## src/btbb_pkg.sv

```systemverilog
// Shared types and constants for the binary threshold / bounding box block.
// No dependencies; used by every module of the block.
package btbb_pkg;

   // Fixed field widths
   localparam int PIXEL_W    = 8;
   localparam int BOX_W      = 12;
   localparam int SIZE_W     = 12;
   localparam int CSR_ADDR_W = 2;
   localparam int CSR_DATA_W = 12;

   // Default frame limits
   localparam int DEF_MAX_WIDTH  = 2048;
   localparam int DEF_MAX_HEIGHT = 2048;

   // Register reset values
   localparam logic [PIXEL_W-1:0] THRESHOLD_RESET = 8'd127;
   localparam logic [PIXEL_W-1:0] SET_VALUE_RESET = 8'd255;
   localparam logic [SIZE_W-1:0]  WIDTH_RESET     = 12'd640;
   localparam logic [SIZE_W-1:0]  HEIGHT_RESET    = 12'd480;

   // Register indexes
   typedef enum logic [CSR_ADDR_W-1:0] {
      CSR_THRESHOLD = 2'd0,
      CSR_SET_VALUE = 2'd1,
      CSR_WIDTH     = 2'd2,
      CSR_HEIGHT    = 2'd3
   } csr_index_type;

   // Frame-end report from the tracker
   typedef struct packed {
      logic             frame_done;
      logic [BOX_W-1:0] left;
      logic [BOX_W-1:0] top;
      logic [BOX_W-1:0] right;
      logic [BOX_W-1:0] bottom;
   } box_type;

endpackage

```

## src/btbb_csr.sv

```systemverilog
// Configuration registers and effective frame bounds.
// Depends on btbb_pkg.
module btbb_csr #(
   parameter int MAX_WIDTH  = btbb_pkg::DEF_MAX_WIDTH,
   parameter int MAX_HEIGHT = btbb_pkg::DEF_MAX_HEIGHT,
   localparam int CW = (MAX_WIDTH > 1) ? $clog2(MAX_WIDTH) : 1,
   localparam int RW = (MAX_HEIGHT > 1) ? $clog2(MAX_HEIGHT) : 1
) (
   input  logic                              clock,
   input  logic                              reset,
   input  logic                              csr_write_enable,
   input  logic [btbb_pkg::CSR_ADDR_W-1:0]   csr_index,
   input  logic [btbb_pkg::CSR_DATA_W-1:0]   csr_write_data,
   output logic [btbb_pkg::PIXEL_W-1:0]      threshold,
   output logic [btbb_pkg::PIXEL_W-1:0]      set_value,
   output logic [CW-1:0]                     last_col,
   output logic [RW-1:0]                     last_row
);

   logic [btbb_pkg::PIXEL_W-1:0] threshold_ff, threshold_in;
   logic [btbb_pkg::PIXEL_W-1:0] set_value_ff, set_value_in;
   logic [btbb_pkg::SIZE_W-1:0]  width_ff, width_in;
   logic [btbb_pkg::SIZE_W-1:0]  height_ff, height_in;

   // Register write decode
   always_comb begin
      threshold_in = threshold_ff;
      set_value_in = set_value_ff;
      width_in     = width_ff;
      height_in    = height_ff;
      if (csr_write_enable) begin
         case (csr_index)
            btbb_pkg::CSR_THRESHOLD: threshold_in = csr_write_data[btbb_pkg::PIXEL_W-1:0];
            btbb_pkg::CSR_SET_VALUE: set_value_in = csr_write_data[btbb_pkg::PIXEL_W-1:0];
            btbb_pkg::CSR_WIDTH:     width_in     = csr_write_data[btbb_pkg::SIZE_W-1:0];
            btbb_pkg::CSR_HEIGHT:    height_in    = csr_write_data[btbb_pkg::SIZE_W-1:0];
            default: ;
         endcase
      end
   end

   always_ff @(posedge clock) begin
      if (reset) begin
         threshold_ff <= btbb_pkg::THRESHOLD_RESET;
         set_value_ff <= btbb_pkg::SET_VALUE_RESET;
         width_ff     <= btbb_pkg::WIDTH_RESET;
         height_ff    <= btbb_pkg::HEIGHT_RESET;
      end else begin
         threshold_ff <= threshold_in;
         set_value_ff <= set_value_in;
         width_ff     <= width_in;
         height_ff    <= height_in;
      end
   end

   // Last column/row index: size 0 acts as 1, oversize saturates to the limit
   always_comb begin
      if (width_ff == '0)
         last_col = '0;
      else if (32'(width_ff) > MAX_WIDTH)
         last_col = CW'(MAX_WIDTH - 1);
      else
         last_col = CW'(width_ff - 1'b1);

      if (height_ff == '0)
         last_row = '0;
      else if (32'(height_ff) > MAX_HEIGHT)
         last_row = RW'(MAX_HEIGHT - 1);
      else
         last_row = RW'(height_ff - 1'b1);
   end

   assign threshold = threshold_ff;
   assign set_value = set_value_ff;

endmodule

```

## src/btbb_track.sv

```systemverilog
// Raster position counters and nonzero-pixel extent tracking.
// Depends on btbb_pkg (box_type, BOX_W).
module btbb_track #(
   parameter int MAX_WIDTH  = btbb_pkg::DEF_MAX_WIDTH,
   parameter int MAX_HEIGHT = btbb_pkg::DEF_MAX_HEIGHT,
   localparam int CW = (MAX_WIDTH > 1) ? $clog2(MAX_WIDTH) : 1,
   localparam int RW = (MAX_HEIGHT > 1) ? $clog2(MAX_HEIGHT) : 1
) (
   input  logic                clock,
   input  logic                reset,
   input  logic                step,
   input  logic                hit,
   input  logic [CW-1:0]       last_col,
   input  logic [RW-1:0]       last_row,
   output btbb_pkg::box_type   box
);

   localparam int BW = btbb_pkg::BOX_W;

   logic [CW-1:0] col_ff, col_in, lc_ff, lc_in, gc_ff, gc_in;
   logic [RW-1:0] row_ff, row_in, lr_ff, lr_in, gr_ff, gr_in;
   logic          seen_ff, seen_in;
   logic          row_end, last_r, frame_end;
   logic [CW-1:0] lc_n, gc_n;
   logic [RW-1:0] lr_n, gr_n;
   logic          seen_n;

   assign row_end   = (col_ff >= last_col);
   assign last_r    = (row_ff >= last_row);
   assign frame_end = row_end && last_r;

   // Extent including the current pixel
   always_comb begin
      seen_n = seen_ff;
      lc_n   = lc_ff;
      gc_n   = gc_ff;
      lr_n   = lr_ff;
      gr_n   = gr_ff;
      if (hit) begin
         seen_n = 1'b1;
         if (!seen_ff) begin
            lc_n = col_ff;
            gc_n = col_ff;
            lr_n = row_ff;
            gr_n = row_ff;
         end else begin
            if (col_ff < lc_ff) lc_n = col_ff;
            if (col_ff > gc_ff) gc_n = col_ff;
            if (row_ff < lr_ff) lr_n = row_ff;
            if (row_ff > gr_ff) gr_n = row_ff;
         end
      end
   end

   // Box report: frame_done on a frame end; box fields zero except on a frame end with a nonzero pixel
   always_comb begin
      box            = '0;
      box.frame_done = frame_end;
      if (frame_end && seen_n) begin
         box.left   = BW'(lc_n);
         box.top    = BW'(lr_n);
         box.right  = BW'({1'b0, gc_n} + 1'b1);
         box.bottom = BW'({1'b0, gr_n} + 1'b1);
      end
   end

   // Next state
   always_comb begin
      col_in  = col_ff;
      row_in  = row_ff;
      seen_in = seen_ff;
      lc_in   = lc_ff;
      gc_in   = gc_ff;
      lr_in   = lr_ff;
      gr_in   = gr_ff;
      if (step) begin
         if (frame_end) begin
            col_in  = '0;
            row_in  = '0;
            seen_in = 1'b0;
            lc_in   = '0;
            gc_in   = '0;
            lr_in   = '0;
            gr_in   = '0;
         end else begin
            seen_in = seen_n;
            lc_in   = lc_n;
            gc_in   = gc_n;
            lr_in   = lr_n;
            gr_in   = gr_n;
            if (row_end) begin
               col_in = '0;
               row_in = row_ff + 1'b1;
            end else begin
               col_in = col_ff + 1'b1;
            end
         end
      end
   end

   always_ff @(posedge clock) begin
      if (reset) begin
         col_ff  <= '0;
         row_ff  <= '0;
         seen_ff <= 1'b0;
         lc_ff   <= '0;
         gc_ff   <= '0;
         lr_ff   <= '0;
         gr_ff   <= '0;
      end else begin
         col_ff  <= col_in;
         row_ff  <= row_in;
         seen_ff <= seen_in;
         lc_ff   <= lc_in;
         gc_ff   <= gc_in;
         lr_ff   <= lr_in;
         gr_ff   <= gr_in;
      end
   end

endmodule

```

## src/binary_threshold_with_bounding_box.sv

```systemverilog
// Throughput: one pixel per cycle while rsp_stall is low; input register feeds
// threshold and tracking logic, which feeds the result register, and an accepted
// input reaches rsp_* through both. req_stall rises only while both stages hold
// data and rsp_stall is high.
// Reset (synchronous): empties both stages, loads register defaults, clears tracking.
// Depends on btbb_pkg, btbb_csr, btbb_track.
module binary_threshold_with_bounding_box #(
   parameter int MAX_WIDTH  = btbb_pkg::DEF_MAX_WIDTH,
   parameter int MAX_HEIGHT = btbb_pkg::DEF_MAX_HEIGHT
) (
   input  logic                            clock,
   input  logic                            reset,
   input  logic                            req_valid,
   output logic                            req_stall,
   input  logic [btbb_pkg::PIXEL_W-1:0]    req_pixel_in,
   output logic                            rsp_valid,
   input  logic                            rsp_stall,
   output logic [btbb_pkg::PIXEL_W-1:0]    rsp_pixel_out,
   output logic                            rsp_frame_done,
   output logic [btbb_pkg::BOX_W-1:0]      rsp_box_left,
   output logic [btbb_pkg::BOX_W-1:0]      rsp_box_top,
   output logic [btbb_pkg::BOX_W-1:0]      rsp_box_right,
   output logic [btbb_pkg::BOX_W-1:0]      rsp_box_bottom,
   input  logic                            csr_write_enable,
   input  logic [btbb_pkg::CSR_ADDR_W-1:0] csr_index,
   input  logic [btbb_pkg::CSR_DATA_W-1:0] csr_write_data
);

   localparam int CW = (MAX_WIDTH > 1) ? $clog2(MAX_WIDTH) : 1;
   localparam int RW = (MAX_HEIGHT > 1) ? $clog2(MAX_HEIGHT) : 1;

   logic [btbb_pkg::PIXEL_W-1:0] threshold, set_value;
   logic [CW-1:0]                last_col;
   logic [RW-1:0]                last_row;

   logic                         in_valid_ff, in_valid_in;
   logic [btbb_pkg::PIXEL_W-1:0] in_pixel_ff;
   logic                         out_valid_ff, out_valid_in;
   logic [btbb_pkg::PIXEL_W-1:0] out_pixel_ff, pixel_res;
   btbb_pkg::box_type            out_box_ff, box;
   logic                         advance, take;

   btbb_csr #(.MAX_WIDTH(MAX_WIDTH), .MAX_HEIGHT(MAX_HEIGHT)) u_csr (
      .clock            (clock),
      .reset            (reset),
      .csr_write_enable (csr_write_enable),
      .csr_index        (csr_index),
      .csr_write_data   (csr_write_data),
      .threshold        (threshold),
      .set_value        (set_value),
      .last_col         (last_col),
      .last_row         (last_row)
   );

   // Handshake: input stage moves on when the result register is free or draining
   assign advance   = in_valid_ff && (!out_valid_ff || !rsp_stall);
   assign req_stall = in_valid_ff && !advance;
   assign take      = req_valid && !req_stall;

   // Threshold
   assign pixel_res = (in_pixel_ff > threshold) ? set_value : '0;

   btbb_track #(.MAX_WIDTH(MAX_WIDTH), .MAX_HEIGHT(MAX_HEIGHT)) u_track (
      .clock    (clock),
      .reset    (reset),
      .step     (advance),
      .hit      (pixel_res != '0),
      .last_col (last_col),
      .last_row (last_row),
      .box      (box)
   );

   assign in_valid_in  = take || (in_valid_ff && !advance);
   assign out_valid_in = advance || (out_valid_ff && rsp_stall);

   // Valid flags
   always_ff @(posedge clock) begin
      if (reset) begin
         in_valid_ff  <= 1'b0;
         out_valid_ff <= 1'b0;
      end else begin
         in_valid_ff  <= in_valid_in;
         out_valid_ff <= out_valid_in;
      end
   end

   // Payload registers
   always_ff @(posedge clock) begin
      if (take) in_pixel_ff <= req_pixel_in;
      if (advance) begin
         out_pixel_ff <= pixel_res;
         out_box_ff   <= box;
      end
   end

   assign rsp_valid      = out_valid_ff;
   assign rsp_pixel_out  = out_pixel_ff;
   assign rsp_frame_done = out_box_ff.frame_done;
   assign rsp_box_left   = out_box_ff.left;
   assign rsp_box_top    = out_box_ff.top;
   assign rsp_box_right  = out_box_ff.right;
   assign rsp_box_bottom = out_box_ff.bottom;

endmodule

```

## config.mk

```make
export PLATFORM = sky130hd
export DESIGN_NAME = binary_threshold_with_bounding_box
export DESIGN_NICKNAME = d
export VERILOG_FILES = /design/src/btbb_pkg.sv /design/src/btbb_csr.sv /design/src/btbb_track.sv /design/src/binary_threshold_with_bounding_box.sv
export SDC_FILE = /design/constraint.sdc
export NUM_CORES = 1
export LEC_CHECK = 0
export ABC_CLOCK_PERIOD_IN_PS = 11000
export BUFFER_PORTS_ARGS = -buffer_cell sky130_fd_sc_hd__buf_2
export CAP_MARGIN = 20
export CORE_MARGIN = 2
export CORE_UTILIZATION = 61
export DETAILED_ROUTE_END_ITERATION = 10
export PLACE_DENSITY = 0.87
export SYNTH_ARGS = -nofsm -noshare
export SYNTH_HDL_FRONTEND = slang
export SYNTH_HIERARCHICAL = 1
export SYNTH_SLANG_ARGS = --single-unit
```

## constraint.sdc

```tcl
create_clock -name clock -period 11 [get_ports clock]
set_clock_uncertainty 0.15 [all_clocks]
set_input_delay 2.2 -clock clock [delete_from_list [all_inputs] [get_ports clock]]
set_output_delay 2.2 -clock clock [all_outputs]
set_load 0.1 [all_outputs]
```

==> flow_metrics.env, run 1 <==
export IMPL_cpMostUsedCell="buf_2"
export IMPL_ios=86
export IMPL_rows=47
export IMPL_cts_path_max_buffers=2
export IMPL_numCtsBuffers=17
export IMPL_fill_cells=1245
export IMPL_synth_cells=1094
export IMPL_timing_rr_start="u_csr/threshold[7]$_SDFFE_PP0P_"
export IMPL_cts_resized=0
export IMPL_core_um2=16500
export IMPL_die_y_um=134
export IMPL_max_cap_violations=0
export IMPL_ys_ff_latch=174
export IMPL_drt_wl_total_um=22900
export IMPL_fp_dieW_um=134
export IMPL_cp_slowest_stage_delay_ns=0.43
export IMPL_crit_family="buffers and inverters"
export IMPL_fin_crit_ns=5.29
export IMPL_finalSetupViolations=0
export IMPL_grt_start_max_net_pins=71
export IMPL_required_ns=8.65
export IMPL_fin_tns_setup_ns=0
export IMPL_ys_top_cells_by_area="dfxtp_1, edfxtp_1, ha_1"
export IMPL_synth_cell_types=86
export IMPL_seq_area_frac_synth=0.404
export IMPL_synth_warnings=6
export IMPL_async_flop_share=0
export IMPL_critPathMaxFanout=3
export IMPL_fmax_mhz=189
export IMPL_start_util=0.621
export IMPL_hold_path_cell_count=1
export IMPL_grt_ovfl_total=0
export IMPL_post_cts_repair_setup_buffers=0
export IMPL_min_period_over_period=0.481
export IMPL_drive_gt1_frac=0.143
export IMPL_cp_arrival_ns=2.94
export IMPL_cts_htree_levels=4
export IMPL_nNetsFinal=1252
export IMPL_p_leak_uw=0.00447
export IMPL_hold_path_end="u_track/gc_ff[7]$_SDFFE_PP0P_"
export IMPL_remaining_drc_errors=0
export IMPL_netlist_area_um2=10200
export IMPL_holdBufCountCts=0
export IMPL_status="finished, final reports clean"
export IMPL_setup_slack_ns=5.71
export IMPL_peakVddDrop_uv=97.6
export IMPL_viasPerCell=5.99
export IMPL_syn_area_per_cell_um2=9.35
export IMPL_synth_edf_count=65
export IMPL_crit_type="in2out"
export IMPL_dr_pass1_iters=5
export IMPL_hold_class="reg2reg"
export IMPL_start_kind="primary input"
export IMPL_cts_sinks=174
export IMPL_grt_pass1_wl_um=37700
export IMPL_gr_usage_all_layers=0.262
export IMPL_diodes=0
export IMPL_relSlewSlack=0.328
export IMPL_port_buffers=85
export IMPL_min_from="u_track/gc_ff[7]$_SDFFE_PP0P_"
export IMPL_grt_pass1_vias=7823
export IMPL_end_kind="primary output"
export IMPL_yosys_area_top_type_share=0.213
export IMPL_clock_root_buffer="clkbuf_16"
export IMPL_ff2ff_setup_slack_ns=6.29
export IMPL_crit_slowest_cell="buf_2"
export IMPL_routedWlPerCell_um=16.6
export IMPL_antenna_found_initial=0
export IMPL_p_per_area_nw_per_um2=132
export IMPL_drt_iter0_markers=641
export IMPL_worstSetupStartpoint="rsp_stall"
export IMPL_num_vias=8267
export IMPL_area_delta_synth_final_pct=9.84
export IMPL_synth_top_area_cell="dfxtp_1"
export IMPL_slew_viol_final=0
export IMPL_insertion_delay_ns=0.43
export IMPL_cts_tree="done"
export IMPL_die_area_um2=17800
export IMPL_finalHoldViolCount=0
export IMPL_rsz0062_at_grt="false"
export IMPL_post_place_ws_ns=5.72
export IMPL_clkTransAtPathRegs_ns=0.06
export IMPL_crit_chain="buf_2, and3_1, buf_2"
export IMPL_postRouteAntennaNets=0
export IMPL_r2r_end="rsp_box_right[10]$_DFFE_PP_"
export IMPL_tightest_slew_ns=1.01
export IMPL_ff2ff_path_depth=16
export IMPL_dp_hpwl_um=15800
export IMPL_routabilityCongestion=0.881
export IMPL_synthFlopType="dfxtp_1"
export IMPL_cp_num_buf_inv=2
-- layer usage --
layer	GRT usage	routed length (µm)
met5	0	0
met2	0.441	10800
met1	0.339	10000
met4	0.101	598
met3	0.0445	1460
-- sequential cells by signal, summed over array words and instances (netlist names), 11 cells and up --
register and cells:
rsp_box_right 12, rsp_box_left 12, u_track/lr_ff 11, u_track/row_ff 11, u_track/gr_ff 11, u_track/gc_ff 11, u_track/col_ff 11, u_track/lc_ff 11
rsp_box_bottom 12, u_csr/width_ff 12, u_csr/height_ff 12, rsp_box_top 12
-- report_power, final --
part / total, µW / switching [µW] / leakage (µW) / internal, µW
clock network: 573 / 248 / 0.000283 / 326
registers: 701 / 13.5 / 0.00148 / 687
logic: 208 / 154 / 0.00270 / 53.7
total: 1480 / 415 / 0.00447 / 1070
-- cell usage after synthesis (4+ instances only) --
cell       count
o21ai_2        4
nand2b_1       4
edfxtp_1      65
dfxtp_1      109
buf_2         17
a21o_1         8
o211ai_1       4
xor2_1        23
maj3_1         6
or3_1          4
a211o_1        7
o21ai_1       13
buf_6          5
nand4_1       16
ha_1          78
nor3b_1        7
a211oi_2       4
a211oi_1      22
a22o_1        41
nor4_1         5
nand2_1      126
nand3b_1      18
o2111ai_1      8
clkbuf_1      25
mux2i_1       31
xnor2_1       29
nor3_1        13
buf_4          8
a21oi_1       55
o21ai_0       21
and3_1        15
o2111a_1       4
nor2b_1       13
nand3_1       38
inv_1         86
nor2_1        90
-- per-stage QoR --
stage | std cells | area [µm²] | hold slack [ns] | total power [µW] | util
2_1_floorplan | 1095 | 10200 | 0.295 | 886 | -
3_3_place_gp | 1348 | 10700 | 0.314 | 916 | 0.648
6_report | 1380 | 11200 | 0.339 | 1480 | 0.683
3_5_place_dp | 1348 | 10700 | 0.321 | 921 | 0.648
4_1_cts | 1380 | 11200 | 0.341 | 1480 | 0.683
5_1_grt | 1380 | 11200 | 0.375 | 1530 | 0.683
-- placed cells by master, fill, tap and decap left out, types with 5 or more instances in the layout --
cell       count
nand2_1      126
dfxtp_1      109
nor2_1        90
inv_1         86
buf_2         85
ha_1          78
edfxtp_1      65
a21oi_1       55
a22o_1        41
nand3_1       38
mux2i_1       31
xnor2_1       29
xor2_1        23
a211oi_1      22
o21ai_0       21
nand3b_1      18
clkbuf_16     17
nand4_1       16
and3_1        15
nor2b_1       13
nor3_1        13
o21ai_1       13
a21o_1         8
o2111ai_1      8
buf_4          7
nor3b_1        7
a211o_1        7
clkbuf_8       6
maj3_1         6
nor4_1         5
-- logic make-up after synthesis --
logic type               after synthesis  synth area share
buffers and inverters                145            0.0636
AND/OR/NAND/NOR                      382             0.191
multiplexers                          34            0.0336
AO/OA/AOI/OAI                        222             0.161
other                                  1          0.000366
adder cells (fa/ha/maj)               84             0.101
flip-flops                           174             0.404
XOR/XNOR                              52            0.0445
-- area by class of cell --
class | count | area (µm²) | area share
multi-input cells | 776 | 5460 | 0.486
clock inverters | 8 | 55.1 | 0.00490
inverters | 86 | 323 | 0.0287
clock buffers | 24 | 512 | 0.0455
well taps | 220 | 275 | 0.0245
flip-flops and latches | 174 | 4130 | 0.368
repair buffers | 92 | 478 | 0.0425
-- worst max-delay path by stage --
stage,to,slack (ns),cells after the start
after floorplan,u_track/lr_ff[5]$_SDFFE_PP0P_,2.18,6
after global placement,req_stall,5.72,3
after detailed placement,req_stall,5.72,3
after CTS,req_stall,5.71,3
after global routing,req_stall,5.68,3
final,req_stall,5.71,3
-- worst register-to-register path: stages, from the launching register on --
cell,delay [ns]
dfxtp_1,0.33
inv_1,0.05
ha_1,0.31
nand2_1,0.07
o21ai_2,0.41
inv_1,0.09
a21oi_1,0.17
buf_4,0.23
o31ai_1,0.14
nor3b_4,0.84
mux2_2,0.33
ha_1,0.36
nand3_1,0.17
nor2_1,0.26
nand2_1,0.09
mux2i_1,0.23
mux2i_1,0.30
Power figures use the tool's default switching activity.
==> inputs of run 2 (changes only) <==
Settings changed: ABC_CLOCK_PERIOD_IN_PS 11000 to 4600, CORE_UTILIZATION 61 to 55, PLACE_DENSITY 0.87 to 0.83.
Clock period 11 ns to 4.6 ns, I/O delays scaled along.
==> flow_metrics.env, run 2 (same netlist as run 1, synthesis figures left out) <==
export IMPL_status="finished, final reports clean"
export IMPL_worstSetupStartpoint="u_csr/height_ff[0]$_SDFFE_PP0P_"
export IMPL_ff2ff_path_depth=12
export IMPL_ff2ff_setup_slack_ns=0.56
export IMPL_fin_tns_setup_ns=0
export IMPL_mostFrequentLayoutCells="nand2_1, dfxtp_1, nor2_1, inv_1, buf_2"
export IMPL_post_cts_repair_setup_buffers=0
export IMPL_num_vias=8393
export IMPL_antenna_found_initial=0
export IMPL_required_ns=4.82
export IMPL_p_int_uw=2720
export IMPL_slew_viol_final=0
export IMPL_max_cap_violations=0
export IMPL_start_kind="flop"
export IMPL_viasPerCell=5.94
export IMPL_r2r_end="u_track/lr_ff[8]$_SDFFE_PP0P_"
export IMPL_cp_arrival_ns=4.26
export IMPL_grt_start_max_net_pins=55
export IMPL_routedWlPerCell_um=17.0
export IMPL_min_from="u_track/gc_ff[7]$_SDFFE_PP0P_"
export IMPL_cts_resized=0
export IMPL_totalPowerFinal_uw=3740
export IMPL_fp_dieW_um=140
export IMPL_timing_rr_start="u_csr/height_ff[0]$_SDFFE_PP0P_"
export IMPL_p_sw_uw=1020
export IMPL_wl_met3_um=1650
export IMPL_clkTransAtPathRegs_ns=0.07
export IMPL_holdBufCountCts=0
export IMPL_end_kind="flop"
export IMPL_cts_path_max_buffers=2
export IMPL_post_place_ws_ns=0.606
export IMPL_die_area_um2=19700
export IMPL_rsz0062_at_grt="false"
export IMPL_nNetsFinal=1275
export IMPL_dp_hpwl_um=16900
export IMPL_p_leak_uw=0.00462
export IMPL_gr_usage_all_layers=0.249
export IMPL_fill_cells=1409
export IMPL_insertion_delay_ns=0.43
export IMPL_min_period_over_period=0.879
export IMPL_finalSetupViolations=0
export IMPL_grt_pass1_wl_um=39900
export IMPL_clockPowerShare=0.417
export IMPL_port_buffers=85
export IMPL_area_delta_synth_final_pct=12.3
export IMPL_wl_met1_um=10800
export IMPL_postRouteAntennaNets=0
export IMPL_drt_iter0_markers=791
export IMPL_fmax_mhz=247
export IMPL_remaining_drc_errors=0
export IMPL_die_y_um=140
export IMPL_seq_area_um2=4130
export IMPL_hold_path_cell_count=1
export IMPL_grt_pass1_vias=8038
export IMPL_ios=86
export IMPL_core_um2=18100
export IMPL_place_inst=1380
export IMPL_start_util=0.566
export IMPL_p_seq_frac=0.447
export IMPL_tightest_slew_ns=0.998
export IMPL_setup_slack_ns=0.556
export IMPL_p_comb_frac=0.137
export IMPL_hold_path_end="u_track/gc_ff[7]$_SDFFE_PP0P_"
export IMPL_p_per_area_nw_per_um2=325
export IMPL_finalInstanceArea_um2=11500
export IMPL_diodes=0
export IMPL_dr_pass1_iters=5
export IMPL_swShare=0.273
export IMPL_critPathMaxFanout=11
export IMPL_finalHoldViolCount=0
export IMPL_met2WireLength_um=11100
export IMPL_crit_type="reg2reg"
export IMPL_fin_cells=1412
export IMPL_numCtsBuffers=17
export IMPL_top_layer="met4"
export IMPL_cts_sinks=174
export IMPL_rows=49
export IMPL_clock_root_buffer="clkbuf_16"
export IMPL_cts_htree_levels=4
export IMPL_multiInputGateArea_um2=5460
export IMPL_hold_class="reg2reg"
export IMPL_placed_area_um2=10900
export IMPL_final_common_cell="nand2_1"
export IMPL_grt_ovfl_total=0
export IMPL_routabilityCongestion=0.899
export IMPL_cts_tree="done"
export IMPL_drt_wl_total_um=24100
export IMPL_relSlewSlack=0.333
export IMPL_peakVddDrop_uv=265
export IMPL_fin_crit_ns=4.04
export IMPL_drive_gt1_frac=0.159
## run 2: worst max-delay path by stage
stage | end | depth (start not counted)
floorplan | u_track/lr_ff[5]$_SDFFE_PP0P_ | 6
global route | rsp_box_bottom[10]$_DFFE_PP_ | 17
CTS | u_track/lr_ff[8]$_SDFFE_PP0P_ | 12
detailed placement | u_track/lr_ff[5]$_SDFFE_PP0P_ | 12
finish | u_track/lr_ff[8]$_SDFFE_PP0P_ | 12
global placement | u_track/lr_ff[1]$_SDFFE_PP0P_ | 12
## run 2: layer usage
metal	up-vias	GRT usage
met5	-	0
li1	4058	-
met3	52	0.0465
met4	0	0.0930
met2	336	0.404
met1	3947	0.333
## run 2: power groups by stage
stage,logic (µW),registers [µW],clock network (µW)
2_1_floorplan,241,1870,0
3_3_place_gp,494,1700,0
3_5_place_dp,504,1700,0
4_1_cts,508,1670,1570
5_1_grt,548,1680,1630
6_report,511,1670,1560
## run 2: cell type report
type,instances,share of cell area
well taps,229,0.0249
repair buffers,115,0.0566
clock inverters,13,0.0160
inverters,86,0.0281
flip-flops and latches,174,0.360
clock buffers,19,0.0394
multi-input cells,776,0.475
## run 2: critical path: stages (launching register included)
cell and delay (ns):
dfxtp_1 0.34, inv_1 0.09, ha_1 0.21, nor2b_1 0.37
nand4_2 0.28, maj3_1 0.43, ha_1 0.29, nor2b_1 0.11
o21ai_1 0.08, a31o_2 0.26, or2_1 0.37, a221oi_2 0.73
a22o_1 0.27
## run 2: through the flow
step | hold WS, ns | utilization
6_report | 0.337 | 0.635
5_1_grt | 0.368 | 0.635
4_1_cts | 0.336 | 0.635
3_5_place_dp | 0.319 | 0.600
3_3_place_gp | 0.313 | 0.600
2_1_floorplan | 0.294 | -
==> inputs of run 3 (changes only) <==
Settings changed: ABC_CLOCK_PERIOD_IN_PS 4600 to 3850, CORE_UTILIZATION 55 to 61, PLACE_DENSITY 0.83 to 0.87.
Clock period 4.6 ns to 3.85 ns, I/O delays scaled along.
==> flow_metrics.env, run 3 (same netlist as run 1, synthesis figures left out) <==
export IMPL_crit_chain="or4_4, nor4b_4, and2_4, o21ai_1, inv_1, ha_1, a21oi_1, o21ai_1, nor4_4, a21oi_2, buf_6, a221oi_4, buf_12, a22o_1"
export IMPL_ff2ff_path_depth=14
export IMPL_nNetsFinal=1303
export IMPL_whs_ns=0.341
export IMPL_fin_tns_setup_ns=0
export IMPL_drive_gt1_frac=0.187
export IMPL_fill_cells=1135
export IMPL_drt_wl_total_um=25100
export IMPL_relSlewSlack=0.388
export IMPL_cp_endpoint="u_track/gr_ff[7]$_SDFFE_PP0P_"
export IMPL_start_kind="flop"
export IMPL_routabilityCongestion=0.914
export IMPL_end_kind="flop"
export IMPL_routedWlPerCell_um=17.5
export IMPL_rows=47
export IMPL_postRouteAntennaNets=0
export IMPL_p_comb_frac=0.148
export IMPL_drt_iter0_markers=947
export IMPL_viasPerCell=6.07
export IMPL_clock_root_buffer="clkbuf_16"
export IMPL_diodes=0
export IMPL_rsz0062_at_grt="true"
export IMPL_critPathMaxFanout=10
export IMPL_mostFrequentLayoutCells="nand2_1, dfxtp_1, nor2_1, inv_1, buf_2"
export IMPL_slew_viol_final=0
export IMPL_grt_pass1_wl_um=40300
export IMPL_port_buffers=85
export IMPL_worstSetupStartpoint="u_csr/width_ff[4]$_SDFFE_PP0P_"
export IMPL_ios=86
export IMPL_crit_family="simple AND/OR/NAND/NOR gates"
export IMPL_timing_rr_start="u_csr/width_ff[4]$_SDFFE_PP0P_"
export IMPL_final_common_cell="nand2_1"
export IMPL_cp_arrival_ns=3.95
export IMPL_core_um2=16500
export IMPL_placed_area_um2=11000
export IMPL_required_ns=4.07
export IMPL_antenna_found_initial=0
export IMPL_cts_htree_levels=4
export IMPL_dp_hpwl_um=17200
export IMPL_p_per_area_nw_per_um2=370
export IMPL_fin_crit_ns=3.73
export IMPL_p_sw_uw=1210
export IMPL_remaining_drc_errors=0
export IMPL_peakVddDrop_uv=314
export IMPL_cts_sinks=174
export IMPL_clockPowerShare=0.393
export IMPL_status="finished, final reports clean"
export IMPL_cts_tree="done"
export IMPL_cpMostUsedCell="o21ai_1"
export IMPL_holdBufCountCts=0
export IMPL_grt_start_max_net_pins=35
export IMPL_tightest_slew_ns=0.906
export IMPL_cp_slowest_stage_delay_ns=0.54
export IMPL_seq_area_um2=4130
export IMPL_fp_dieW_um=134
export IMPL_finalInstanceArea_um2=11700
export IMPL_hold_class="reg2reg"
export IMPL_p_seq_frac=0.460
export IMPL_swShare=0.279
export IMPL_multiInputGateArea_um2=5510
export IMPL_die_y_um=134
export IMPL_cts_path_max_buffers=2
export IMPL_min_period_over_period=0.969
export IMPL_finalSetupViolations=0
export IMPL_dr_pass1_iters=6
export IMPL_r2r_end="u_track/gr_ff[7]$_SDFFE_PP0P_"
export IMPL_die_area_um2=17800
export IMPL_grt_pass1_vias=8296
export IMPL_cp_depth=14
export IMPL_ff2ff_setup_slack_ns=0.12
export IMPL_clkTransAtPathRegs_ns=0.07
export IMPL_fmax_mhz=268
export IMPL_start_util=0.621
export IMPL_numCtsBuffers=17
export IMPL_area_delta_synth_final_pct=14.7
export IMPL_p_leak_uw=0.00475
export IMPL_crit_type="reg2reg"
export IMPL_finalHoldViolCount=0
export IMPL_max_cap_violations=0
export IMPL_grt_ovfl_total=0
export IMPL_insertion_delay_ns=0.43
export IMPL_p_int_uw=3130
export IMPL_gr_usage_all_layers=0.283
export IMPL_cp_num_buf_inv=3
export IMPL_num_vias=8688
export IMPL_crit_slowest_cell="or4_4"
## run 3: worst min path at each step
stage | from | endpoint | slack (ns) | depth (start not counted)
2_1_floorplan | u_track/gc_ff[7]$_SDFFE_PP0P_ | u_track/gc_ff[7]$_SDFFE_PP0P_ | 0.30 | 1
3_3_place_gp | in_valid_ff$_SDFF_PP0_ | rsp_valid$_SDFF_PP0_ | 0.31 | 2
3_5_place_dp | u_track/gc_ff[7]$_SDFFE_PP0P_ | u_track/gc_ff[7]$_SDFFE_PP0P_ | 0.33 | 1
4_1_cts | in_valid_ff$_SDFF_PP0_ | rsp_valid$_SDFF_PP0_ | 0.34 | 2
5_1_grt | req_pixel_in[4] | in_pixel_ff[4]$_DFFE_PP_ | 0.35 | 1
6_report | in_valid_ff$_SDFF_PP0_ | rsp_valid$_SDFF_PP0_ | 0.34 | 2
## run 3: power by group through the flow
stage | sequential (µW) | combinational (µW) | clock [µW]
floorplan | 2230 | 289 | 0
global placement | 2030 | 594 | 0
detailed placement | 2040 | 609 | 0
CTS | 1990 | 617 | 1710
global route | 2000 | 681 | 1780
finish | 2000 | 641 | 1700
## run 3: timing repair
item,CTS,global route
endpoints found under the setup margin,8,96
pin swaps,0,8
resized for setup,2,18
gates cloned,0,0
buffers inserted,0,15
## run 3: routing by layer
metal | GRT usage | part of all wire | wire length (µm)
met5 | 0 | 0 | 0
met4 | 0.124 | 0.032 | 810
met3 | 0.0491 | 0.077 | 1940
met2 | 0.463 | 0.48 | 12000
met1 | 0.369 | 0.41 | 10400
## run 3: layout make-up
class / count / share of cell area
Inverter: 86 / 0.0275
Multi-Input combinational cell: 776 / 0.470
Sequential cell: 174 / 0.352
Clock inverter: 8 / 0.00672
Clock buffer: 24 / 0.0430
Tap cell: 220 / 0.0235
Timing Repair Buffer: 143 / 0.0775
## run 3: worst min-delay path: stages, from the launching register on
cell and delay [ns]:
dfxtp_1 0.34, a21oi_1 0.05, nor2_1 0.07
## run 3: stage by stage
step | setup WS, ns | utilization | power [µW] | cells
2_1_floorplan | 0.0669 | - | 2520 | 1095
3_3_place_gp | 0.161 | 0.665 | 2630 | 1384
3_5_place_dp | 0.0192 | 0.665 | 2640 | 1384
4_1_cts | 0.00776 | 0.701 | 4320 | 1416
5_1_grt | -0.0445 | 0.713 | 4460 | 1431
6_report | 0.119 | 0.713 | 4340 | 1431
